===== src/sv/cnaf_pkg.sv =====
`default_nettype none

package cnaf_pkg;

    // Largest supported image side.
    localparam int MAX_WIDTH    = 1024;
    localparam int WIDTH_BITS   = $clog2(MAX_WIDTH + 1);
    localparam int EXT_BITS     = WIDTH_BITS + 1;
    localparam int SLOT_DEPTH   = 2 * MAX_WIDTH;
    localparam int SLOT_BITS    = $clog2(SLOT_DEPTH);

    localparam int CFG_BITS     = 11;
    localparam int POS_BITS     = 10;
    localparam int PIX_BITS     = 8;

    // 5 * 255 fits in 11 bits
    localparam int SUM_BITS     = 11;
    localparam int RECIP_BITS   = 12;
    localparam int SHIFT_BITS   = 4;
    localparam int PROD_BITS    = SUM_BITS + RECIP_BITS;

    localparam int QUEUE_DEPTH  = 4;
    localparam int QPTR_BITS    = $clog2(QUEUE_DEPTH);
    localparam int QCNT_BITS    = $clog2(QUEUE_DEPTH + 1);

    localparam int PADDR_BITS   = 3;
    localparam logic [PADDR_BITS-3:0] REG_IMAGE_WIDTH = '0;
    localparam logic [CFG_BITS-1:0]   WIDTH_RESET     = 11'd256;

    localparam logic OP_PIXEL = 1'b0;
    localparam logic OP_DRAIN = 1'b1;

    typedef struct packed {
        logic                op;
        logic [PIX_BITS-1:0] pixel;
    } cnaf_in_t;

    typedef struct packed {
        logic [PIX_BITS-1:0] smoothed;
        logic [POS_BITS-1:0] col;
        logic [POS_BITS-1:0] row;
        logic                frame_end;
    } cnaf_out_t;

    // One classified item handed from front to back.
    typedef struct packed {
        logic [SLOT_BITS-1:0] slot_c;
        logic [SLOT_BITS-1:0] slot_l;
        logic [SLOT_BITS-1:0] slot_r;
        logic [SLOT_BITS-1:0] slot_u;
        logic                 has_l;
        logic                 has_r;
        logic                 has_u;
        logic                 has_d;
        logic                 emit;
        logic                 wr;
        logic [PIX_BITS-1:0]  pixel;
        logic [POS_BITS-1:0]  col;
        logic [POS_BITS-1:0]  row;
        logic                 frame_end;
    } cnaf_job_t;

    typedef struct packed {
        logic [RECIP_BITS-1:0] recip;
        logic [SHIFT_BITS-1:0] shift;
    } cnaf_div_t;

    function automatic logic [WIDTH_BITS-1:0] eff_width(input logic [CFG_BITS-1:0] v);
        logic [WIDTH_BITS-1:0] w;
        if (v == '0)
            w = WIDTH_BITS'(1);
        else if (int'(v) > MAX_WIDTH)
            w = WIDTH_BITS'(MAX_WIDTH);
        else
            w = WIDTH_BITS'(v);
        return w;
    endfunction

    // Reciprocal and shift for an exact floor(sum / pts), sum <= 1275.
    function automatic cnaf_div_t div_of(input logic [2:0] pts);
        cnaf_div_t d;
        case (pts)
            3'd3:    d = '{recip: 12'd683,  shift: 4'd11};
            3'd4:    d = '{recip: 12'd1,    shift: 4'd2};
            3'd5:    d = '{recip: 12'd3277, shift: 4'd14};
            3'd2:    d = '{recip: 12'd1,    shift: 4'd1};
            default: d = '{recip: 12'd1,    shift: 4'd0};
        endcase
        return d;
    endfunction

endpackage

`default_nettype wire


===== src/sv/cnaf_queue.sv =====
`default_nettype none

module cnaf_queue import cnaf_pkg::*; (
    input  wire logic      clk,
    input  wire logic      rst_n,
    input  wire logic      push,
    input  wire cnaf_job_t push_job,
    output logic           full,
    input  wire logic      pop,
    output logic           nonempty,
    output cnaf_job_t      head
);

    cnaf_job_t              slots_reg [QUEUE_DEPTH];
    logic [QPTR_BITS-1:0]   wptr_reg, wptr_next;
    logic [QPTR_BITS-1:0]   rptr_reg, rptr_next;
    logic [QCNT_BITS-1:0]   count_reg, count_next;

    assign full     = (count_reg == QCNT_BITS'(QUEUE_DEPTH));
    assign nonempty = (count_reg != '0);
    assign head     = slots_reg[rptr_reg];

    always_comb
    begin
        wptr_next  = wptr_reg;
        rptr_next  = rptr_reg;
        count_next = count_reg;
        if (push)
        begin
            wptr_next = (wptr_reg == QPTR_BITS'(QUEUE_DEPTH - 1)) ? '0 : wptr_reg + 1'b1;
        end
        if (pop)
        begin
            rptr_next = (rptr_reg == QPTR_BITS'(QUEUE_DEPTH - 1)) ? '0 : rptr_reg + 1'b1;
        end
        if (push && !pop)
        begin
            count_next = count_reg + 1'b1;
        end
        else if (pop && !push)
        begin
            count_next = count_reg - 1'b1;
        end
    end

    always_ff @(posedge clk or negedge rst_n)
    begin
        if (!rst_n)
        begin
            wptr_reg  <= '0;
            rptr_reg  <= '0;
            count_reg <= '0;
        end
        else
        begin
            wptr_reg  <= wptr_next;
            rptr_reg  <= rptr_next;
            count_reg <= count_next;
        end
    end

    always_ff @(posedge clk)
    begin
        if (push)
        begin
            slots_reg[wptr_reg] <= push_job;
        end
    end

    a_no_overflow: assert property (@(posedge clk) disable iff (!rst_n)
        !(push && full && !pop))
        else $error("item pushed into a full queue");

endmodule

`default_nettype wire


===== config.mk =====
export PLATFORM = sky130hd
export DESIGN_NAME = cnaf_queue
export DESIGN_NICKNAME = d
export VERILOG_FILES = /design/src/sv/cnaf_pkg.sv /design/src/sv/cnaf_queue.sv
export SDC_FILE = /design/constraint.sdc
export NUM_CORES = 1
export LEC_CHECK = 0
export BUFFER_PORTS_ARGS = -buffer_cell sky130_fd_sc_hd__buf_2
export CAP_MARGIN = 10
export CORE_MARGIN = 8
export CORE_UTILIZATION = 23
export CTS_CLUSTER_SIZE = 8
export DETAILED_ROUTE_END_ITERATION = 7
export GPL_TIMING_DRIVEN = 0
export PLACE_DENSITY = 0.39
export SETUP_SLACK_MARGIN = 0.1
export SLEW_MARGIN = 25
export SYNTH_ARGS = -nofsm -noshare
export SYNTH_HDL_FRONTEND = slang
export SYNTH_SLANG_ARGS = --single-unit

===== constraint.sdc =====
create_clock -name clk -period 4.35 [get_ports clk]
set_clock_uncertainty 0.15 [all_clocks]
set_input_delay 0.435 -clock clk [delete_from_list [all_inputs] [get_ports clk]]
set_output_delay 0.435 -clock clk [all_outputs]
set_load 0.05 [all_outputs]

# Word-level counts from Yosys, hierarchy flattened
# Memory sizes are Yosys's and may differ from the RTL's.
# Index checks and enable logic that the tools add are counted.
[op_classes]
add_sub_neg = 4
eq_ne = 3
n_reduce_logical = 6
muxes = 6
[ops]
columns = ["cell", "n"]
rows = [
  ["$mux W3", 2],
  ["$add A2 B1 Y2 const B", 2],
  ["$eq A2 B2 Y1 const B", 2],
  ["$mux W2", 2],
  ["$add A3 B1 Y3 const B", 1],
  ["$eq A3 B3 Y1 const B", 1],
  ["$reduce_bool A3 Y1", 1],
  ["$sub A3 B1 Y3 const B", 1],
  ["$logic_and A1 B1 Y1", 2],
  ["$logic_not A1 Y1", 2],
  ["$mux W1", 2],
  ["$reduce_bool A2 Y1", 1],
]
[totals]
ramBits = 316
elab_cells = 23
memories = 1
reg_bits = 7
output_inout_bits = 81
[mem_list]
columns = ["memory", "depth", "width", "read_ports", "rd_ports_with_merged_regs", "write_ports", "line", "rtl"]
rows = [
  ["slots_reg", 4, 79, 1, 0, 1, "cnaf_queue.sv:14", "cnaf_job_t slots_reg [QUEUE_DEPTH];"],
]

# Logic depth before layout (Yosys ltp)
# Gate-level depths: netlist (run 1).
[logic_depth]
ltp_word = 4
mapped_depth = 7

# Least setup slack after synthesis (run 1)
# Ideal clock, no wire load.
[synth_path]
kind = "reg2reg"
startpoint = "register wptr_reg[0]"
endpoint = "memory slots_reg[0][0] (netlist bit) (enable)"
t_arrival_ps = 2465
path_slack_ps = 1289
stages_incl_launch_ff = 4
period_less_slack_ps = 3061
setup_time_ps = 446
cell_sequence = "dfrtp_1 inv_1 ha_1 and2_1"
[synth_rtl]
columns = ["item", "line", "rtl"]
rows = [
  ["start, declared", "cnaf_queue.sv:15", "logic [QPTR_BITS-1:0] wptr_reg, wptr_next;"],
  ["start signal, assigned", "cnaf_queue.sv:56", "wptr_reg <= wptr_next;"],
  ["end, declared", "cnaf_queue.sv:14", ""],
]
# No word-level cell before the write port.

==> results of run 1 <==
power by group:
group          switching [mW]  internal, mW  total, mW
logic                    3.01          1.44       4.46
clock network            1.17          1.99       3.17
registers               0.116          3.99       4.11
cell type report:
type,count,share of cell area [%]
antenna,1,0.0158
sequential,323,60.9
clock inverter,1,0.0315
buffer,18,1.32
tap,680,5.36
multi-input combinational,105,12.7
clock buffer,58,8.00
inverter,4,0.0946
timing repair buffer,252,11.6
layer usage:
metal  track usage [%]  share of wire, %  up-vias
li1                  -                 -     2527
met1              10.3                42     2998
met2              15.5                51      132
met3              2.87               5.2       49
met4              3.39               2.7        0
met5                 0                 0        -
cell usage after synthesis:
master	n
clkbuf_1	1
buf_6	1
or3_1	1
ha_1	6
buf_2	8
buf_12	7
mux2_2	3
inv_1	4
o21ai_0	2
nor2_1	3
mux4_2	79
and2_1	4
xnor2_1	1
edfxtp_1	316
nor3b_1	1
xor2_1	2
nand2_1	2
dfrtp_1	7
buf_8	1
fa_1	1
final timing paths:
kind | start | to | slack (ns)
max in group asynchronous | rst_n | wptr_reg[1]$_DFFE_PN0P_ | 3.77
min | push | wptr_reg[1]$_DFFE_PN0P_ | 0.08
min in group asynchronous | rst_n | wptr_reg[0]$_DFFE_PN0P_ | 0.11
max reg2reg | rptr_reg[1]$_DFFE_PN0P_ | rptr_reg[1]$_DFFE_PN0P_ | 2.52
max | rptr_reg[1]$_DFFE_PN0P_ | head[69] | 1.12
min reg2reg | count_reg[2]$_DFFE_PN0P_ | count_reg[2]$_DFFE_PN0P_ | 0.33
placed cells by master (no fill, tap or decap):
| cell | n |
|---|---|
| edfxtp_1 | 316 |
| buf_2 | 171 |
| dlygate4sd3_1 | 81 |
| mux4_2 | 79 |
| clkbuf_16 | 49 |
| clkbuf_1 | 9 |
| buf_16 | 8 |
| buf_12 | 7 |
| dfrtp_1 | 7 |
| ha_1 | 6 |
| inv_1 | 4 |
| and2_4 | 4 |
| mux2_2 | 3 |
| nor2_1 | 3 |
| nand2_1 | 2 |
| o21ai_0 | 2 |
| xor2_1 | 2 |
| diode_2 | 1 |
| buf_6 | 1 |
| buf_8 | 1 |
| or3_1 | 1 |
| nor3b_1 | 1 |
| xnor2_1 | 1 |
| fa_1 | 1 |
| clkbuf_8 | 1 |
| clkinv_2 | 1 |
cell families (layout without fill, tap and decap cells):
logic type      after synthesis  after routing  synth area share (%)
flops                       323            323                  81.3
mux                          82             82                  15.2
buf+inv                      22            333                  1.89
simple gates                 11             11                 0.484
fa+ha+maj                     7              7                 0.800
xor+xnor                      3              3                 0.221
compound gates                2              2                0.0842
other cells                   0              1                     0
timing repair:
item                       CTS  global route
setup endpoints to repair    0             0
hold buffers                81             0
hold endpoints to repair   325             0
worst reg2reg max path, stage by stage (launching register included):
cell and delay, ns:
dfrtp_1 0.35, clkbuf_1 0.64, buf_2 0.43, mux2_2 0.21
==> impl_metrics.env, run 1 <==
export IMPL_synth_seq_area_share_pct=81.3
export IMPL_gp_congestion=0.667
export IMPL_clk_latency_ns=0.54
export IMPL_grt_overflow_total=0
export IMPL_vias=5706
export IMPL_cts_tree="yes"
export IMPL_die_h_um=243
export IMPL_slowest_stage="clkbuf_1"
export IMPL_fin_util_pct=31.0
export IMPL_cp_start_kind="register"
export IMPL_cp_data_arrival_time_ns=2.64
export IMPL_finalHoldViolations=0
export IMPL_synthCells=450
export IMPL_place_area_um2=13800
export IMPL_path_buf_inv=3
export IMPL_rsz0062_at_grt="false"
export IMPL_fin_cells=1442
export IMPL_grt_start_max_net_pins=40
export IMPL_dieArea_um2=59200
export IMPL_worstPathRequired_ns=3.76
export IMPL_synth_area_leaders="edfxtp_1, mux4_2, dfrtp_1"
export IMPL_cts_max_path_buffers=3
export IMPL_ioPinCount=164
export IMPL_crit_family="buffers and inverters"
export IMPL_min_path_cells=2
export IMPL_syn_nets=540
export IMPL_critPathMaxStageDelay_ns=0.64
export IMPL_syn_area_per_cell_um2=26.4
export IMPL_initial_core_util_pct=23.2
export IMPL_synth_area_um2=11900
export IMPL_cpMostUsedCell="buf_2"
export IMPL_final_max_slew_violation_count=0
export IMPL_viasPerCell=3.96
export IMPL_finalSetupTns_ns=0
export IMPL_drc=0
export IMPL_synth_largest_area_cell="edfxtp_1"
export IMPL_ys_ff_latch=323
export IMPL_grt_pass1_vias=6849
export IMPL_grt_pass1_wl_um=40700
export IMPL_ff_latch_area_um2=9660
export IMPL_yosys_warnings=0
export IMPL_post_place_ws_ns=1.52
export IMPL_routedWlPerCell_um=18.3
export IMPL_outcome="completed"
export IMPL_synth_top_area_share_pct=79.8
export IMPL_maxSlewHeadroom_pct=43.5
export IMPL_post_cts_buffers=0
export IMPL_postRouteAntennaNets=0
export IMPL_tightestPinTransition_ns=0.847
export IMPL_p_per_area_nw_per_um2=739
export IMPL_fmax_mhz=310
export IMPL_nFillCells=4921
export IMPL_cts_htree_levels=2
export IMPL_period_needed_ns=3.23
export IMPL_numPlacedInstances=1301
export IMPL_final_nets=840
export IMPL_hpwl_um=16800
export IMPL_holdCritPathClass="input pin to register"
export IMPL_multi_input_area_um2=2010
export IMPL_worstPathCellList="clkbuf_1 -> buf_2 -> mux4_2 -> buf_2"
export IMPL_dieWidth_um=243
export IMPL_cts_buffers=46
export IMPL_rows=83
export IMPL_cts_resized_gates=0
export IMPL_peakVddDrop_v=0.000291
export IMPL_path_max_fanout=10
export IMPL_hold_worst_slack_ns=0.0761
export IMPL_coreArea_um2=51200
export IMPL_firstDrtPassIters=4
export IMPL_setup_viol=0
export IMPL_design_area_um2=15900
export IMPL_grt_total_usage_pct=8.96
export IMPL_rr_worst_depth=3
export IMPL_root_buffer="clkbuf_16"
export IMPL_power_total_mw=11.7
export IMPL_largest_reg_flops=316
export IMPL_worst_slack_ns=1.12
export IMPL_cp_depth=4
export IMPL_totalWireLength_um=26300
export IMPL_area_growth_pct=33.5
export IMPL_path_clk_slew_ns=0.05
export IMPL_io_buffers=163
export IMPL_post_route_period_util_pct=74.2
export IMPL_timing_worst_setup_path_type="register to output pin"
export IMPL_antenna_found_initial=1
export IMPL_p_leak_nw=5.42
export IMPL_worst_setup_path_end_kind="output pin"
export IMPL_cts_sinks=323
export IMPL_synth_cell_type_count=20
export IMPL_layout_drive_gt1_share_pct=42.7
export IMPL_drt_iter0_markers=233
export IMPL_drv_cap=0
Note: power is estimated with default switching activity, not from simulation.
==> run 2: changes to the inputs <==
--- a/config.mk
+++ b/config.mk
@@ -5,6 +5,7 @@
 export SDC_FILE = /design/constraint.sdc
 export NUM_CORES = 1
 export LEC_CHECK = 0
+export ABC_AREA = 1
 export BUFFER_PORTS_ARGS = -buffer_cell sky130_fd_sc_hd__buf_2
 export CAP_MARGIN = 10
 export CORE_MARGIN = 8
@@ -12,7 +13,7 @@
 export CTS_CLUSTER_SIZE = 8
 export DETAILED_ROUTE_END_ITERATION = 7
 export GPL_TIMING_DRIVEN = 0
-export PLACE_DENSITY = 0.39
+export PLACE_DENSITY = 0.4
 export SETUP_SLACK_MARGIN = 0.1
 export SLEW_MARGIN = 25
 export SYNTH_ARGS = -nofsm -noshare
==> constraint.sdc (replaced) <==
create_clock -name clk -period 2.6 [get_ports clk]
set_clock_uncertainty 0.15 [all_clocks]
set_input_delay 0.26 -clock clk [delete_from_list [all_inputs] [get_ports clk]]
set_output_delay 0.26 -clock clk [all_outputs]
set_load 0.05 [all_outputs]
==> impl_metrics.env, run 2 <==
export IMPL_outcome="completed"
export IMPL_place_area_um2=15200
export IMPL_cts_max_path_buffers=3
export IMPL_worstPathRequired_ns=2.19
export IMPL_multi_input_area_um2=2480
export IMPL_final_common_cell="edfxtp_1"
export IMPL_path_buf_inv=6
export IMPL_synth_seq_area_share_pct=73.7
export IMPL_grt_overflow_total=0
export IMPL_clk_latency_ns=0.55
export IMPL_cp_start_kind="register"
export IMPL_layout_drive_gt1_share_pct=25.7
export IMPL_peakVddDrop_v=0.000686
export IMPL_synth_common_cells="edfxtp_1, nand2_1, inv_1"
export IMPL_synth_top_family_by_area="compound AO/OA/AOI/OAI gates"
export IMPL_ff_latch_area_um2=9660
export IMPL_yosys_warnings=0
export IMPL_holdCritPathClass="input pin to register"
export IMPL_drv_cap=0
export IMPL_synth_most_common_cell="edfxtp_1"
export IMPL_syn_nets=1065
export IMPL_final_nets=1380
export IMPL_gp_congestion=0.676
export IMPL_critPathMaxStageDelay_ns=0.38
export IMPL_cts_sinks=323
export IMPL_fmax_mhz=409
export IMPL_grt_pass1_wl_um=54600
export IMPL_synthSimpleGateAreaFrac_pct=7.45
export IMPL_synth_edf_count=316
export IMPL_worst_setup_path_end_kind="output pin"
export IMPL_postRouteAntennaNets=0
export IMPL_synth_largest_area_cell="edfxtp_1"
export IMPL_dieArea_um2=64900
export IMPL_area_growth_pct=37.7
export IMPL_drt_iter0_markers=401
export IMPL_largest_reg_flops=316
export IMPL_dieWidth_um=255
export IMPL_grt_pass1_vias=8412
export IMPL_grt_total_usage_pct=11.4
export IMPL_synth_area_um2=13100
export IMPL_firstDrtPassIters=6
export IMPL_path_clk_slew_ns=0.05
export IMPL_totalWireLength_um=37500
export IMPL_die_h_um=255
export IMPL_ioPinCount=164
export IMPL_post_place_ws_ns=0.136
export IMPL_worst_slack_ns=0.154
export IMPL_antenna_found_initial=3
export IMPL_synth_compound_area_share_pct=10.6
export IMPL_synth_top_area_share_pct=72.3
export IMPL_root_buffer="clkbuf_16"
export IMPL_grt_start_max_net_pins=25
export IMPL_cts_buffers=46
export IMPL_muxShareOfSynthArea_pct=0
export IMPL_p_per_area_nw_per_um2=1260
export IMPL_vias=8162
export IMPL_rows=87
export IMPL_post_route_period_util_pct=94.1
export IMPL_rsz0062_at_grt="true"
export IMPL_tightestPinTransition_ns=0.566
export IMPL_io_buffers=163
export IMPL_final_cell_mix="edfxtp_1, nand2_1, inv_1, o211ai_1, buf_2"
export IMPL_synthXorXnorAreaFrac_pct=0.0668
export IMPL_synth_area_leaders="edfxtp_1, nand2_1, o211ai_1"
export IMPL_design_area_um2=18100
export IMPL_slowest_stage="dfrtp_1"
export IMPL_setup_viol=0
export IMPL_timing_worst_setup_path_type="register to output pin"
export IMPL_synthCells=975
export IMPL_async_reset_ff_share_pct=2.17
export IMPL_cts_tree="yes"
export IMPL_worstPathCellList="inv_2 -> buf_12 -> buf_6 -> buf_12 -> buf_6 -> o211ai_1 -> nand2_1 -> buf_6"
export IMPL_drc=0
export IMPL_cp_data_arrival_time_ns=2.04
export IMPL_period_needed_ns=2.45
export IMPL_cts_htree_levels=2
export IMPL_p_leak_nw=7.21
export IMPL_crit_family="buffers and inverters"
export IMPL_finalHoldViolations=0
export IMPL_syn_area_per_cell_um2=13.5
export IMPL_nFillCells=5717
export IMPL_synth_top_flop_cell="edfxtp_1"
export IMPL_yosys_area_share_adder_pct=0.725
export IMPL_routedWlPerCell_um=18.2
export IMPL_synth_cell_type_count=20
export IMPL_hpwl_um=23600
export IMPL_final_max_slew_violation_count=0
export IMPL_maxSlewHeadroom_pct=62.2
export IMPL_ys_ff_latch=323
export IMPL_initial_core_util_pct=23.3
export IMPL_viasPerCell=3.96
export IMPL_cpMostUsedCell="buf_6"
export IMPL_coreArea_um2=56400
export IMPL_path_max_fanout=10
==> run 2: cell types whose count changed after synthesis, moves of 7 or more <==
cell	previous run	this run
nand2_1	2	254
buf_6	1	15
mux4_2	79	0
inv_1	4	168
o211ai_1	0	121
buf_12	7	0
buf_2	8	16
o211ai_2	0	37
clkbuf_1	1	18
==> run 2: worst reg2reg max path: stages, from the launching register on <==
cell	delay (ns)
dfrtp_1	0.38
inv_1	0.09
ha_1	0.20
nand2_1	0.10
clkinvlp_4	0.47
buf_12	0.37
buf_12	0.21
==> run 2: metrics by stage <==
stage / hold slack, ns / setup TNS, ns / util, % / instances / power [mW]
detailed placement: -0.0390 / 0 / 27.0 / 1908 / 16.1
floorplan: -0.186 / 0 / - / 975 / 13.1
global route: 0.277 / 0 / 32.0 / 2059 / 24.0
CTS: 0.255 / 0 / 31.7 / 2057 / 22.9
global placement: -0.0367 / -376.84 / 26.4 / 1894 / 15.9
finish: 0.302 / 0 / 32.0 / 2060 / 22.8
==> run 2: cell type report <==
| class | count | area share (%) |
|---|---|---|
| flip-flops and latches | 323 | 53.5 |
| multi-input cells | 429 | 13.8 |
| repair buffers | 267 | 13.6 |
| clock buffers | 60 | 7.07 |
| well taps | 756 | 5.24 |
| inverters | 171 | 3.66 |
| plain buffers | 52 | 3.13 |
| diodes | 2 | 0.0277 |
==> run 2: cells by family after synthesis <==
logic type                 after synthesis
and+or+nand+nor                        259
adders and majority gates                7
xor gates and xnor gates                 1
DFF                                    323
AOI/OAI and AO/OA                      162
buffers and inverters                  223
==> run 2: where the power goes <==
group / switching, mW / total (mW) / leakage, nW / internal, mW
clock: 2.13 / 5.48 / 0.623 / 3.35
combinational: 7.02 / 10.4 / 3.60 / 3.39
sequential: 0.198 / 6.87 / 2.99 / 6.68
==> run 2: routing by layer <==
layer	track usage, %	wire length [um]	part of all wire, %
met1	15.0	17200	46
met2	18.2	17500	47
met3	3.12	2090	5.6
met4	3.23	718	1.9
met5	0	13	0.035
==> run 2: final timing paths <==
path / cells after the start / to / slack [ns] / start
setup / recovery: 8 / head[14] / 0.15 / rptr_reg[0]$_DFFE_PN0P_
hold / removal: 2 / slots_reg[2][52]$_DFFE_PP_ / 0.30 / push_job[52]
setup reg to reg: 6 / slots_reg[2][24]$_DFFE_PP_ / 0.33 / wptr_reg[0]$_DFFE_PN0P_
hold reg to reg: 2 / count_reg[2]$_DFFE_PN0P_ / 0.32 / count_reg[2]$_DFFE_PN0P_
max in group asynchronous: 3 / rptr_reg[1]$_DFFE_PN0P_ / 1.51 / rst_n
min in group asynchronous: 3 / count_reg[2]$_DFFE_PN0P_ / 0.53 / rst_n
==> run 2: what timing repair did <==
action / 4_1_cts / 5_1_grt
endpoints found under the hold margin: 327 / 0
resized for setup: 155 / 56
cloned: 1 / 2
hold buffers: 83 / 0
setup endpoints to repair: 79 / 79
pin swaps: 3 / 19
buffers inserted: 5 / 0
