--- config.mk ---
export PLATFORM = sky130hd
export DESIGN_NAME = cnaf_front
export DESIGN_NICKNAME = d
export VERILOG_FILES = /design/src/sv/cnaf_pkg.sv /design/src/sv/cnaf_front.sv
export SDC_FILE = /design/constraint.sdc
export NUM_CORES = 1
export LEC_CHECK = 0
export BUFFER_PORTS_ARGS = -buffer_cell sky130_fd_sc_hd__buf_2
export CAP_MARGIN = 20
export CORE_AREA = 2 2 118 91
export DETAILED_ROUTE_END_ITERATION = 8
export DIE_AREA = 0 0 120 93
export PLACE_DENSITY = 0.78
export SLEW_MARGIN = 0
export SYNTH_ARGS = -nofsm -noshare
export SYNTH_HDL_FRONTEND = slang
export SYNTH_SLANG_ARGS = --single-unit
--- constraint.sdc ---
create_clock -name clk -period 6.6 [get_ports clk]
set_input_delay 1.32 -clock clk [delete_from_list [all_inputs] [get_ports clk]]
set_output_delay 1.32 -clock clk [all_outputs]
set_load 0.05 [all_outputs]
--- src/sv/cnaf_pkg.sv ---
`default_nettype none

package cnaf_pkg;

    // Largest supported image side.
    localparam int MAX_WIDTH    = 1024;
    localparam int WIDTH_BITS   = $clog2(MAX_WIDTH + 1);
    localparam int EXT_BITS     = WIDTH_BITS + 1;
    localparam int SLOT_DEPTH   = 2 * MAX_WIDTH;
    localparam int SLOT_BITS    = $clog2(SLOT_DEPTH);

    localparam int CFG_BITS     = 11;
    localparam int POS_BITS     = 10;
    localparam int PIX_BITS     = 8;

    // 5 * 255 fits in 11 bits
    localparam int SUM_BITS     = 11;
    localparam int RECIP_BITS   = 12;
    localparam int SHIFT_BITS   = 4;
    localparam int PROD_BITS    = SUM_BITS + RECIP_BITS;

    localparam int QUEUE_DEPTH  = 4;
    localparam int QPTR_BITS    = $clog2(QUEUE_DEPTH);
    localparam int QCNT_BITS    = $clog2(QUEUE_DEPTH + 1);

    localparam int PADDR_BITS   = 3;
    localparam logic [PADDR_BITS-3:0] REG_IMAGE_WIDTH = '0;
    localparam logic [CFG_BITS-1:0]   WIDTH_RESET     = 11'd256;

    localparam logic OP_PIXEL = 1'b0;
    localparam logic OP_DRAIN = 1'b1;

    typedef struct packed {
        logic                op;
        logic [PIX_BITS-1:0] pixel;
    } cnaf_in_t;

    typedef struct packed {
        logic [PIX_BITS-1:0] smoothed;
        logic [POS_BITS-1:0] col;
        logic [POS_BITS-1:0] row;
        logic                frame_end;
    } cnaf_out_t;

    // One classified item handed from front to back.
    typedef struct packed {
        logic [SLOT_BITS-1:0] slot_c;
        logic [SLOT_BITS-1:0] slot_l;
        logic [SLOT_BITS-1:0] slot_r;
        logic [SLOT_BITS-1:0] slot_u;
        logic                 has_l;
        logic                 has_r;
        logic                 has_u;
        logic                 has_d;
        logic                 emit;
        logic                 wr;
        logic [PIX_BITS-1:0]  pixel;
        logic [POS_BITS-1:0]  col;
        logic [POS_BITS-1:0]  row;
        logic                 frame_end;
    } cnaf_job_t;

    typedef struct packed {
        logic [RECIP_BITS-1:0] recip;
        logic [SHIFT_BITS-1:0] shift;
    } cnaf_div_t;

    function automatic logic [WIDTH_BITS-1:0] eff_width(input logic [CFG_BITS-1:0] v);
        logic [WIDTH_BITS-1:0] w;
        if (v == '0)
            w = WIDTH_BITS'(1);
        else if (int'(v) > MAX_WIDTH)
            w = WIDTH_BITS'(MAX_WIDTH);
        else
            w = WIDTH_BITS'(v);
        return w;
    endfunction

    // Reciprocal and shift for an exact floor(sum / pts), sum <= 1275.
    function automatic cnaf_div_t div_of(input logic [2:0] pts);
        cnaf_div_t d;
        case (pts)
            3'd3:    d = '{recip: 12'd683,  shift: 4'd11};
            3'd4:    d = '{recip: 12'd1,    shift: 4'd2};
            3'd5:    d = '{recip: 12'd3277, shift: 4'd14};
            3'd2:    d = '{recip: 12'd1,    shift: 4'd1};
            default: d = '{recip: 12'd1,    shift: 4'd0};
        endcase
        return d;
    endfunction

endpackage

`default_nettype wire

--- src/sv/cnaf_front.sv ---
`default_nettype none

module cnaf_front import cnaf_pkg::*; (
    input  wire logic                  clk,
    input  wire logic                  rst_n,
    input  wire logic                  cfg_wr,
    input  wire logic [WIDTH_BITS-1:0] width,
    input  wire logic                  in_valid,
    output logic                       in_ready,
    input  wire cnaf_in_t              in_data,
    output logic                       push,
    output cnaf_job_t                  job,
    input  wire logic                  q_full
);

    // Counters track the next incoming position n: column, row, ring slot.
    logic [WIDTH_BITS-1:0] ncol_reg, ncol_next;
    logic [WIDTH_BITS-1:0] nrow_reg, nrow_next;
    logic [SLOT_BITS-1:0]  nslot_reg, nslot_next;
    logic                  draining_reg, draining_next;

    logic                  acc;
    logic                  is_pixel;
    logic                  is_drain;
    logic                  last_col;
    logic [EXT_BITS-1:0]   w_ext, w2, ns_ext, c_ext, l_ext, r_ext, nsn_ext;

    assign in_ready = !q_full;

    always_comb
    begin
        acc      = in_valid && !q_full;
        is_pixel = (in_data.op == OP_PIXEL) && !draining_reg;
        is_drain = (in_data.op == OP_DRAIN) && draining_reg;
        last_col = (ncol_reg == width - 1'b1);

        w_ext   = EXT_BITS'(width);
        w2      = w_ext << 1;
        ns_ext  = EXT_BITS'(nslot_reg);
        // result position is n - w
        c_ext   = (ns_ext >= w_ext) ? ns_ext - w_ext : ns_ext + w_ext;
        l_ext   = (c_ext == '0) ? w2 - 1'b1 : c_ext - 1'b1;
        r_ext   = (c_ext + 1'b1 == w2) ? '0 : c_ext + 1'b1;
        nsn_ext = (ns_ext + 1'b1 == w2) ? '0 : ns_ext + 1'b1;

        job.slot_c    = SLOT_BITS'(c_ext);
        job.slot_l    = SLOT_BITS'(l_ext);
        job.slot_r    = SLOT_BITS'(r_ext);
        job.slot_u    = nslot_reg;
        job.has_l     = (ncol_reg != '0);
        job.has_r     = !last_col;
        job.has_u     = (nrow_reg > WIDTH_BITS'(1));
        job.has_d     = is_pixel;
        job.emit      = is_drain || (nrow_reg != '0);
        job.wr        = is_pixel;
        job.pixel     = in_data.pixel;
        job.col       = POS_BITS'(ncol_reg);
        job.row       = POS_BITS'(nrow_reg - 1'b1);
        job.frame_end = (nrow_reg == width) && last_col;

        push = acc && (is_pixel || is_drain);

        ncol_next     = ncol_reg;
        nrow_next     = nrow_reg;
        nslot_next    = nslot_reg;
        draining_next = draining_reg;
        if (cfg_wr)
        begin
            ncol_next     = '0;
            nrow_next     = '0;
            nslot_next    = '0;
            draining_next = 1'b0;
        end
        else if (push)
        begin
            nslot_next = SLOT_BITS'(nsn_ext);
            ncol_next  = last_col ? '0 : ncol_reg + 1'b1;
            if (is_pixel && last_col)
            begin
                nrow_next = nrow_reg + 1'b1;
                if (nrow_reg + 1'b1 == width)
                begin
                    draining_next = 1'b1;
                end
            end
            if (is_drain && last_col)
            begin
                // last row drained: next frame starts at position zero
                nrow_next     = '0;
                nslot_next    = '0;
                draining_next = 1'b0;
            end
        end
    end

    always_ff @(posedge clk or negedge rst_n)
    begin
        if (!rst_n)
        begin
            ncol_reg     <= '0;
            nrow_reg     <= '0;
            nslot_reg    <= '0;
            draining_reg <= 1'b0;
        end
        else
        begin
            ncol_reg     <= ncol_next;
            nrow_reg     <= nrow_next;
            nslot_reg    <= nslot_next;
            draining_reg <= draining_next;
        end
    end

    a_col_in_range: assert property (@(posedge clk) disable iff (!rst_n)
        ncol_reg < width)
        else $error("column counter beyond image width");

    a_drain_row: assert property (@(posedge clk) disable iff (!rst_n)
        draining_reg |-> (nrow_reg == width))
        else $error("drain phase without a complete frame");

endmodule

`default_nettype wire

# ---- Word level (Yosys, flattened, before mapping)
# Cells that the tools add are included.
dict set report word_totals {
  register_bits 34
  latchBits 0
  ramBits 0
  rom_bits 0
  inputBits 25
  out_inout_bits 81
  elab_cells 61
  mem_count 0
}
dict set report classes {
  addsub 10
  mul 0
  div 0
  order_cmp 2
  eq_ne 5
  shifts 0
  mux 19
  bitwise_logic 1
  n_reduce_logical 20
}
# operator count
set op_table {}
lappend op_table {{$mux W11} 13}
lappend op_table {{$eq A11 B11 Y1} 3}
lappend op_table {{$sub A11 B1 Y11 const B} 3}
lappend op_table {{$eq A12 B12 Y1} 2}
lappend op_table {{$add A11 B1 Y11 const B} 2}
lappend op_table {{$reduce_bool A11 Y1} 2}
lappend op_table {{$add A11 B1 Y12 const B} 1}
lappend op_table {{$add A11 B11 Y12} 1}
lappend op_table {{$add A12 B1 Y12 const B} 1}
lappend op_table {{$logic_not A12 Y1} 1}
lappend op_table {{$mux W12} 1}
lappend op_table {{$sub A11 B11 Y12} 1}
lappend op_table {{$ge A11 B11 Y1} 1}
lappend op_table {{$gt A11 B1 Y1 const B} 1}
lappend op_table {{$sub A10 B1 Y10 const B} 1}
lappend op_table {{$logic_and A1 B1 Y1} 7}
lappend op_table {{$reduce_bool A3 Y1} 2}
lappend op_table {{$mux W1} 5}
lappend op_table {{$logic_not A1 Y1} 3}
lappend op_table {{$reduce_and A3 Y1} 1}
lappend op_table {{$logic_or A1 B1 Y1} 2}
lappend op_table {{$reduce_and A2 Y1} 1}
lappend op_table {{$reduce_bool A2 Y1} 1}
lappend op_table {{$not A1 Y1} 1}

# ---- Longest topological paths before layout
# Gate-level depths: netlist (run 1).
dict set report depth {
  word_depth 7
  mapped_depth 17
  mapped_depth_nobuf 15
}

# ---- Least setup slack after synthesis (run 1)
# No wires, ideal clock.
dict set report synth_timing {
  path_kind {in2out}
  startpoint {in width[7]}
  endpoint {out job[48] (netlist name)}
  t_arrival_ps 6157
  t_required_ps 5280
  path_slack_ps -877
  cell_stages 16
  path_buffers 3
  path_cell_list {clkbuf_1 inv_1 ha_1 buf_2 a21o_1 a221o_1 o31a_1 nor2_1 ha_1 clkbuf_1 nand4_1 xnor2_1 o22ai_1 or4_4 a2111oi_4 a21oi_1}
}
# item line
set synth_lines {}
lappend synth_lines {{start: declaration} cnaf_front.sv:7} ;# input wire logic [WIDTH_BITS-1:0] width,
lappend synth_lines {{end: declaration} cnaf_front.sv:12} ;# output cnaf_job_t job,

==> results_dict.tcl, run 1 <==
set metrics [dict create \
    end_kind "output port" \
    post_drt_wl_per_cell_um 18.8 \
    drtIter0Drc 519 \
    vdd_drop_max_v 0.0000965 \
    p_leak_nw 2.86 \
    grt_pass1_wl_mm 26.3 \
    final_cell_mix "79 x buf_2, 65 x nor2_1, 56 x xnor2_1, 46 x buf_4, 40 x inv_1" \
    cp_data_arrival_time_ns 5.22 \
    via_per_inst 6.16 \
    maxCapViolCount 0 \
    yosys_warnings 0 \
    clock_latency_ns 0.29 \
    drt-pass1-iter-count 6 \
    holdPathStages 2 \
    avgSynthCellArea_um2 7.60 \
    setup_violations 0 \
    final_util_pct 63.5 \
    r2r_cells 11 \
    cts_made_buffers 5 \
    finalCriticalPeriod_ns 6.54 \
    cp_cell_sequence "buf_2 > buf_4 > ha_1 > fa_1 > nand2b_1 > a2111o_1 > nand3b_1 > mux2i_1 > xnor2_1 > nor4_4 > a311oi_1 > o31ai_4 > a2111oi_4 > buf_4 > clkbuf_16 > a21oi_4 > buf_6" \
    grt.overflow.total 0 \
    drc 0 \
    critPathRequiredTime_ns 5.28 \
    path_class "primary input to output port" \
    routed_wl_mm 16.9 \
    cp_common_cell "buf_4" \
    whs_ns 0.554 \
    hold_buffers 0 \
    root_buffer "clkbuf_16" \
    rsz0062_at_grt "yes" \
    min_period_over_period_pct 99.1 \
    synth.distinct_cells 76 \
    num_rows 32 \
    num-nets-final 819 \
    max_stage_delay_ns 0.59 \
    worst_setup_path_start_kind "primary input" \
    ys_async_sr_fraction_pct 100 \
    cpLargestDelayFamily "compound AO/OA/AOI/OAI gates" \
    start_util_pct 50.7 \
    ant_nets 0 \
    finClkSkew_ns 0.00748 \
    crit_buf_inv 5 \
    ys.flop_type "dfrtp_1" \
    track_usage_pct 29.4 \
    maxSlewHeadroom_pct 44.3 \
    design.core.area_um2 10000 \
    max_freq_mhz 153 \
    vias 5516 \
    cts_sinks 34 \
    p_per_area_nw_per_um2 121 \
    syn_inst 671 \
    timing_hold_violations_final 0 \
    cp.depth 17 \
    place_congestion 1.10 \
    worst_pin_slew_ns 0.833 \
    grt_pass1_vias 5006 \
    crit_fanout 11 \
    path_clk_slew_ns 0.05 \
    antenna_found_initial 0 \
    grt_start_max_net_pins 35 \
    cts_tree "built" \
    syn_to_final_growth_pct 25.2 \
    die_w_um 120 \
    finalMaxSlewViolations 0 \
    yosys_register_bits 34 \
    io_buffers 89 \
    syn_area_um2 5100 \
    layout_commonest_cell "buf_2" \
    clockBufferDepth 2 \
    fin_setup_tns_ns 0 \
    synth-edff-count 0 \
    dpl.hpwl_mm 12.8 \
    die_area_um2 11200 \
    ioPinCount 106 \
    die_h_um 93 \
    cts_max_level 2 \
    drive_gt1_share_pct 27.2 \
    slowest_stage "xnor2_1" \
    diodes 0 \
    min_path_type "register to register" \
    synthesis.nets 731 \
    synth-seq-area-share_pct 16.7 \
    outcome "finished, final reports clean" \
]
-- cells by family (layout without fill, tap and decap cells) --
kind of cell / count (synthesis) / count (layout) / share of synthesized area (%)
flops: 34 / 34 / 16.7
xor+xnor: 94 / 94 / 17.0
compound gates: 147 / 147 / 20.4
mux: 8 / 8 / 1.67
fa+ha+maj: 35 / 35 / 8.88
buf+inv: 103 / 192 / 9.42
simple gates: 250 / 250 / 26.0
-- synth_stat cells (all sizes together) (3+ instances only) --
cell type / count / area share (%)
nand2b: 14 / 1.7
a22oi: 3 / 0.44
o311ai: 3 / 0.52
dfrtp: 34 / 17
nand4: 15 / 2.1
a211oi: 7 / 1.2
inv: 44 / 3.2
o31ai: 10 / 1.6
o31a: 3 / 0.52
ha: 33 / 8.1
clkbuf: 31 / 2.3
a2111oi: 4 / 1.1
nor3b: 4 / 0.59
xnor3: 3 / 1.3
o211ai: 4 / 0.59
buf: 28 / 3.9
a311oi: 3 / 0.86
nand3b: 3 / 0.44
nor4: 11 / 1.6
mux2i: 7 / 1.4
or3: 6 / 0.83
nor2b: 8 / 0.98
nor3: 21 / 2.3
a31oi: 3 / 0.37
or2: 3 / 0.37
a2bb2oi: 3 / 0.52
nor2: 67 / 5.0
nand2: 35 / 2.6
o21bai: 3 / 0.44
a221oi: 3 / 0.64
a21o: 7 / 1.0
and3: 15 / 1.8
o21ai: 39 / 3.8
nand3: 34 / 3.4
o41ai: 4 / 0.69
a21oi: 33 / 3.3
xor2: 33 / 5.7
a2111o: 4 / 0.88
xnor2: 58 / 10
or4: 3 / 0.52
and2: 4 / 0.49
-- report_power, final --
| part | internal (W) | switching, W |
|---|---|---|
| clock | 0.000149 | 0.0000915 |
| combinational | 0.000109 | 0.000207 |
| sequential | 0.000209 | 0.00000229 |
-- per-layer routing --
layer	vias up	share of wire, %	routed length (um)	track usage, %
li1	2528	-	-	-
met1	2601	44	7380	43.5
met2	329	43	7210	43.5
met3	58	11	1820	6.10
met4	0	2.6	444	6.96
met5	-	0	0	0
-- worst min-delay path: cells and delay by family (launching register included) --
kind            cells  cell delay, ns
flops               1            0.38
buf+inv             1            0.07
compound gates      1            0.06
-- through the flow --
step / power (W) / cells / setup slack [ns] / instance area (um2)
3_3_place_gp: 0.000503 / 878 / 0.0871 / 5960
2_1_floorplan: 0.000448 / 671 / -0.336 / 5430
6_report: 0.000769 / 896 / 0.0585 / 6380
4_1_cts: 0.000749 / 886 / 0.0158 / 6120
3_5_place_dp: 0.000508 / 878 / 0.000823 / 5960
5_1_grt: 0.000800 / 896 / -0.0311 / 6380
-- final timing paths --
kind,start,end,slack [ns]
setup / recovery,width[0],job[54],0.06
hold / removal,draining_reg$_DFFE_PN0P_,draining_reg$_DFFE_PN0P_,0.55
setup reg to reg,nslot_reg[1]$_DFFE_PN0P_,nslot_reg[9]$_DFFE_PN0P_,2.92
hold reg to reg,draining_reg$_DFFE_PN0P_,draining_reg$_DFFE_PN0P_,0.55
max in group asynchronous,rst_n,nslot_reg[10]$_DFFE_PN0P_,4.97
min in group asynchronous,rst_n,nrow_reg[0]$_DFFE_PN0P_,1.11
-- area by class of cell --
| cell class | count | area, um2 |
|---|---|---|
| tap | 136 | 170 |
| timing repair buffer | 140 | 958 |
| inverter | 44 | 173 |
| fill | 814 | 3670 |
| multi-input combinational | 534 | 4080 |
| clock inverter | 2 | 12.5 |
| sequential | 34 | 851 |
| clock buffer | 6 | 139 |
-- what timing repair did --
item	CTS	global route
cloned	0	1
pin swaps	0	10
buffers inserted	0	9
resized for setup	1	46
setup endpoints to repair	10	18
(Power assumes the default switching activity.)
==> run 2, diff against run 1 <==
MAX_ROUTING_LAYER = met4   (was unset)
==> run 2 against run 1 <==
Effect of this change: sequential cell count is the same; critical path type unchanged; sequential share of layout area down 0.18 points; clock skew decreased by 0.0036 ns; die area stayed put.
==> results_dict.tcl, run 2 (synthesis gave the netlist of run 1 again) <==
set metrics [dict create \
    outcome "finished, final reports clean" \
    p_leak_nw 2.91 \
    vias 5575 \
    ant_nets 0 \
    die_w_um 120 \
    die_area_um2 11200 \
    finalMaxSlewViolations 0 \
    design.core.area_um2 10000 \
    setup_violations 0 \
    critPathRequiredTime_ns 5.28 \
    max_freq_mhz 152 \
    clock_latency_ns 0.28 \
    grt_pass1_wl_mm 26.1 \
    min_path_type "register to register" \
    track_usage_pct 30.1 \
    dpl.hpwl_mm 12.9 \
    clockBufferDepth 2 \
    place_congestion 0.992 \
    regArea_um2 851 \
    drt-pass1-iter-count 5 \
    cts_max_level 2 \
    fin_setup_tns_ns 0 \
    hp-start "draining_reg$_DFFE_PN0P_" \
    cp_cell_sequence "buf_2 > inv_1 > ha_2 > and3_4 > a221o_2 > o311ai_2 > a21o_1 > buf_4 > nand4_4 > nor4_1 > nand2_1 > xnor3_1 > a2111oi_4 > buf_4 > buf_12 > a21oi_4 > buf_4" \
    vdd_drop_max_v 0.0000933 \
    start_util_pct 50.7 \
    min_period_over_period_pct 99.6 \
    routed_wl_mm 16.9 \
    ioPinCount 106 \
    worst_pin_slew_ns 0.837 \
    final_cell_mix "78 x buf_2, 65 x nor2_1, 60 x buf_4, 55 x xnor2_1, 40 x inv_1" \
    path_class "primary input to output port" \
    max_stage_delay_ns 0.47 \
    num-fill-cells 836 \
    via_per_inst 6.15 \
    end_kind "output port" \
    root_buffer "clkbuf_16" \
    layout_commonest_cell "buf_2" \
    hold_buffers 0 \
    finClkSkew_ns 0.00385 \
    cp_data_arrival_time_ns 5.25 \
    crit_fanout 7 \
    die_h_um 93 \
    slowest_stage "a221o_2" \
    whs_ns 0.549 \
    path_clk_slew_ns 0.05 \
    grt_pass1_vias 4976 \
    p_per_area_nw_per_um2 119 \
    timing_hold_violations_final 0 \
    multiInputGateArea_um2 4130 \
    drc 0 \
    maxCapViolCount 0 \
    io_buffers 89 \
    cts_sinks 34 \
    drtIter0Drc 632 \
    antenna_found_initial 0 \
    cts_made_buffers 5 \
    crit_buf_inv 6 \
    drive_gt1_share_pct 28.7 \
    finalCriticalPeriod_ns 6.57 \
    num-nets-final 829 \
    grt.overflow.total 0 \
    cpLargestDelayFamily "compound AO/OA/AOI/OAI gates" \
    grt_start_max_net_pins 35 \
    worst_setup_path_start_kind "primary input" \
    syn_to_final_growth_pct 26.9 \
    diodes 0 \
    post_drt_wl_per_cell_um 18.7 \
    maxSlewHeadroom_pct 44.0 \
    setup.worst_path.start "width[10]" \
    cp_common_cell "buf_4" \
    cts_tree "built" \
    num_rows 32 \
    timing.rr.start "nslot_reg[1]$_DFFE_PN0P_" \
]
==> run 2: cell types whose count changed in the layout (fill, tap and decap cells not counted), moves of 2 or more <==
cell / previous run / this run
buf_4: 46 / 60
buf_12: 4 / 1
a211oi_2: 2 / 0
ha_1: 25 / 23
nor4_1: 7 / 9
nor4_2: 2 / 0
==> run 2: timing repair <==
item / 4_1_cts / 5_1_grt
setup endpoints to repair: 2 / 17
resized for setup: 2 / 52
endpoints found under the hold margin: 0 / 0
pin swaps: 1 / 16
buffers inserted: 1 / 12
gates cloned: 0 / 1
==> run 2: final timing paths <==
kind,to,slack [ns],depth (start not counted)
max in group asynchronous,nslot_reg[6]$_DFFE_PN0P_,5.00,1
setup / recovery,job[51],0.03,17
setup reg to reg,nslot_reg[7]$_DFFE_PN0P_,2.92,11
hold / removal,draining_reg$_DFFE_PN0P_,0.55,2
min in group asynchronous,ncol_reg[3]$_DFFE_PN0P_,1.11,1
hold reg to reg,draining_reg$_DFFE_PN0P_,0.55,2
==> run 2: power breakdown <==
group          total [W]  leakage [nW]  internal (W)  switching [W]
Clock           0.000243        0.0729      0.000149      0.0000937
Combinational   0.000319          2.37      0.000110       0.000209
Sequential      0.000211         0.474      0.000209     0.00000140
Total           0.000773          2.91      0.000469       0.000304
==> run 2: worst register-to-register path: stages, from the launching register on <==
cell	delay (ns)
dfrtp_1	0.58
ha_1	0.33
nand3_1	0.19
nor3_1	0.43
nand3_1	0.14
xor2_1	0.18
xnor2_1	0.14
a211oi_1	0.58
a2111o_1	0.59
nor2b_1	0.11
o21ai_0	0.19
o31ai_1	0.10
==> run 2: stage by stage <==
step	utilization (%)	setup slack, ns	instance area (um2)	power (W)	instances
final	64.4	0.0293	6470	0.000773	906
after global routing	64.4	-0.0685	6470	0.000802	906
after CTS	61.4	0.00460	6170	0.000750	893
after detailed placement	59.7	-0.0499	6000	0.000508	884
after global placement	59.7	0.125	6000	0.000504	884
after floorplan	-	-0.336	5430	0.000448	671
==> run 2: layout make-up <==
| class | instances | area share (%) |
|---|---|---|
| flip-flops and latches | 34 | 13.1 |
| clock inverters | 2 | 0.193 |
| multi-input cells | 534 | 63.8 |
| clock buffers | 6 | 2.15 |
| well taps | 136 | 2.63 |
| repair buffers | 150 | 15.4 |
| inverters | 44 | 2.67 |
==> run 2: routing by layer <==
layer / vias up / GRT usage, % / part of all wire (%)
met5: - / - / 0
met4: 0 / 6.86 / 1.6
met3: 44 / 5.79 / 9.7
met2: 317 / 43.9 / 43
met1: 2656 / 43.2 / 45
li1: 2558 / - / -
==> run 3, diff against run 2 <==
ABC_AREA = 1   (was unset)
CORE_AREA = 2 2 122 94   (was 2 2 118 91)
DIE_AREA = 0 0 124 96   (was 0 0 120 93)
PLACE_DENSITY = 0.77   (was 0.78)
==> run 3 against run 2 <==
Effect of this change: sequential power up 9%; hold slack improved by 0.0088 ns; maximum frequency rose by 8.8%; critical path type unchanged.
==> results_dict.tcl, run 3 <==
set metrics [dict create \
    path_class "primary input to output port" \
    rsz0062_at_grt "no" \
    via_per_inst 5.43 \
    synth-edff-count 0 \
    syn_to_final_growth_pct 9.77 \
    setup_violations 0 \
    design.core.area_um2 10700 \
    top_layer "met4" \
    vdd_drop_max_v 0.000172 \
    layout_commonest_cell "nand2_1" \
    path_clk_slew_ns 0.05 \
    p_per_area_nw_per_um2 226 \
    track_usage_pct 28.9 \
    grt_pass1_vias 5133 \
    drtIter0Drc 652 \
    synthesis.nets 928 \
    ys.flop_type "dfrtp_1" \
    r2r_slack_ns 3.91 \
    ys_async_sr_fraction_pct 100 \
    p_sw_share_pct 55.2 \
    min_period_over_period_pct 91.5 \
    p_leak_nw 3.24 \
    cp_data_arrival_time_ns 4.72 \
    dr_wl_met3_mm 2.01 \
    dp_cells 1062 \
    endpoint "job[50]" \
    yosys_warnings 0 \
    drc 0 \
    setup.worst_path.start "width[3]" \
    synth_common_cells "226 x nand2_1, 120 x inv_1, 73 x nand3_1" \
    yosys_register_bits 34 \
    die_w_um 124 \
    cts_tree "built" \
    seqPwrFrac_pct 17.1 \
    maxCapViolCount 0 \
    final_cell_mix "226 x nand2_1, 120 x inv_1, 89 x buf_2, 73 x nand3_1, 62 x nor2_1" \
    timing_hold_violations_final 0 \
    grt_pass1_wl_mm 26.0 \
    finalCriticalPeriod_ns 6.04 \
    p_clk_share_pct 20.0 \
    clock_latency_ns 0.28 \
    cts_max_level 2 \
    num_rows 33 \
    ant_nets 0 \
    critPathRequiredTime_ns 5.28 \
    cellInternalPower_w 0.000604 \
    synth_most_common_cell "nand2_1" \
    end_kind "output port" \
    place_congestion 0.982 \
    hold_buffers 0 \
    timing.rr.start "draining_reg$_DFFE_PN0P_" \
    syn_area_um2 5440 \
    avgSynthCellArea_um2 6.27 \
    drive_gt1_share_pct 17.8 \
    max_freq_mhz 166 \
    grt_start_max_net_pins 35 \
    p_comb_share_pct 62.9 \
    post_cts_buffers 0 \
    min_path_type "register to register" \
    io_buffers 89 \
    synth_area_leader_cell "dfrtp_1" \
    dpl.hpwl_mm 13.1 \
    syn_inst 868 \
    r2r_cells 8 \
    antenna_found_initial 0 \
    worstReg2RegEnd "nrow_reg[2]$_DFFE_PN0P_" \
    diodes 0 \
    grt.overflow.total 0 \
    crit_fanout 13 \
    worst_pin_slew_ns 0.802 \
    ioPinCount 106 \
    worst_setup_path_start_kind "primary input" \
    num-nets-final 989 \
    outcome "finished, final reports clean" \
    start_util_pct 50.7 \
    die_area_um2 11900 \
    num-fill-cells 1120 \
    synth_top_area_share_pct 15.6 \
    drt-pass1-iter-count 6 \
    fin_cells 1070 \
    finalMaxSlewViolations 0 \
    vias 5813 \
    maxSlewHeadroom_pct 46.6 \
    synth.distinct_cells 50 \
    cts_sinks 34 \
    synthTopCellsByArea "dfrtp_1 16%, nand2_1 16%, xor2_1 9.0%, inv_1 8.3%, ha_1 7.6%" \
    routed_wl_mm 16.2 \
    fin_setup_tns_ns 0 \
    synth-seq-area-share_pct 15.6 \
    wl_met1_mm 7.66 \
    finClkSkew_ns 0.00925 \
    p_sw_w 0.000745 \
    clockBufferDepth 2 \
    cts_made_buffers 5 \
    die_h_um 96 \
    cts_resized 0 \
    post_drt_wl_per_cell_um 15.1 \
    wl_met2_mm 6.15 \
    root_buffer "clkbuf_16" \
]
## run 3: how the worst min path moves through the flow
stage / endpoint / depth (start not counted) / start
detailed placement: draining_reg$_DFFE_PN0P_ / 2 / draining_reg$_DFFE_PN0P_
floorplan: draining_reg$_DFFE_PN0P_ / 2 / draining_reg$_DFFE_PN0P_
global placement: draining_reg$_DFFE_PN0P_ / 2 / draining_reg$_DFFE_PN0P_
CTS: draining_reg$_DFFE_PN0P_ / 2 / draining_reg$_DFFE_PN0P_
global route: draining_reg$_DFFE_PN0P_ / 2 / draining_reg$_DFFE_PN0P_
finish: draining_reg$_DFFE_PN0P_ / 2 / draining_reg$_DFFE_PN0P_
## run 3: layout make-up
cell class,instances,area (um2),share of cell area (%)
Multi-Input combinational cell,658,3770,63.2
Sequential cell,34,851,14.2
Inverter,133,507,8.48
Timing Repair Buffer,97,505,8.46
Tap cell,140,175,2.93
Clock buffer,7,133,2.22
Clock inverter,1,30.0,0.503
## run 3: power by group through the flow
| stage | Combinational [W] | Clock [W] | Sequential (W) |
|---|---|---|---|
| 4_1_cts | 0.000843 | 0.000273 | 0.000230 |
| 2_1_floorplan | 0.000657 | 0 | 0.000250 |
| 3_3_place_gp | 0.000837 | 0 | 0.000234 |
| 6_report | 0.000849 | 0.000270 | 0.000230 |
| 5_1_grt | 0.000920 | 0.000283 | 0.000232 |
| 3_5_place_dp | 0.000841 | 0 | 0.000234 |
## run 3: through the flow
step | hold slack, ns | utilization, % | cell area, um2 | setup slack [ns] | total power (W)
2_1_floorplan | 0.523 | - | 5440 | 0.499 | 0.000908
6_report | 0.558 | 55.6 | 5970 | 0.560 | 0.00135
3_5_place_dp | 0.557 | 54.1 | 5810 | 0.629 | 0.00107
5_1_grt | 0.598 | 55.6 | 5970 | 0.261 | 0.00144
3_3_place_gp | 0.547 | 54.1 | 5810 | 0.686 | 0.00107
4_1_cts | 0.564 | 55.6 | 5970 | 0.624 | 0.00135
## run 3: cells by family after synthesis
family,synth area share [%]
AOI/OAI and AO/OA,11.1
xor gates and xnor gates,10.9
adders and majority gates,8.32
buffers and inverters,15.0
DFF,15.6
and+or+nand+nor,39.0
## run 3: layer usage
metal	global-route usage (%)	up-vias
met5	-	-
met2	39.1	325
met4	6.65	0
li1	-	2887
met1	41.8	2572
met3	8.53	29
## run 3: worst max-delay path, cell delays in order
cell	delay (ns)
buf_2	0.23
inv_2	0.14
ha_1	0.45
nand2_1	0.14
inv_2	0.04
nand2_1	0.07
nand3_2	0.10
nand2_4	0.09
nand3_4	0.17
nand2_2	0.13
and2_4	0.17
ha_1	0.20
nand3_2	0.13
inv_1	0.11
nand2_2	0.08
nor2_2	0.11
nand3_1	0.10
nand2_1	0.14
nand2_1	0.07
nand2_1	0.08
nand2_1	0.08
nor2_4	0.22
a21oi_1	0.11
buf_2	0.23
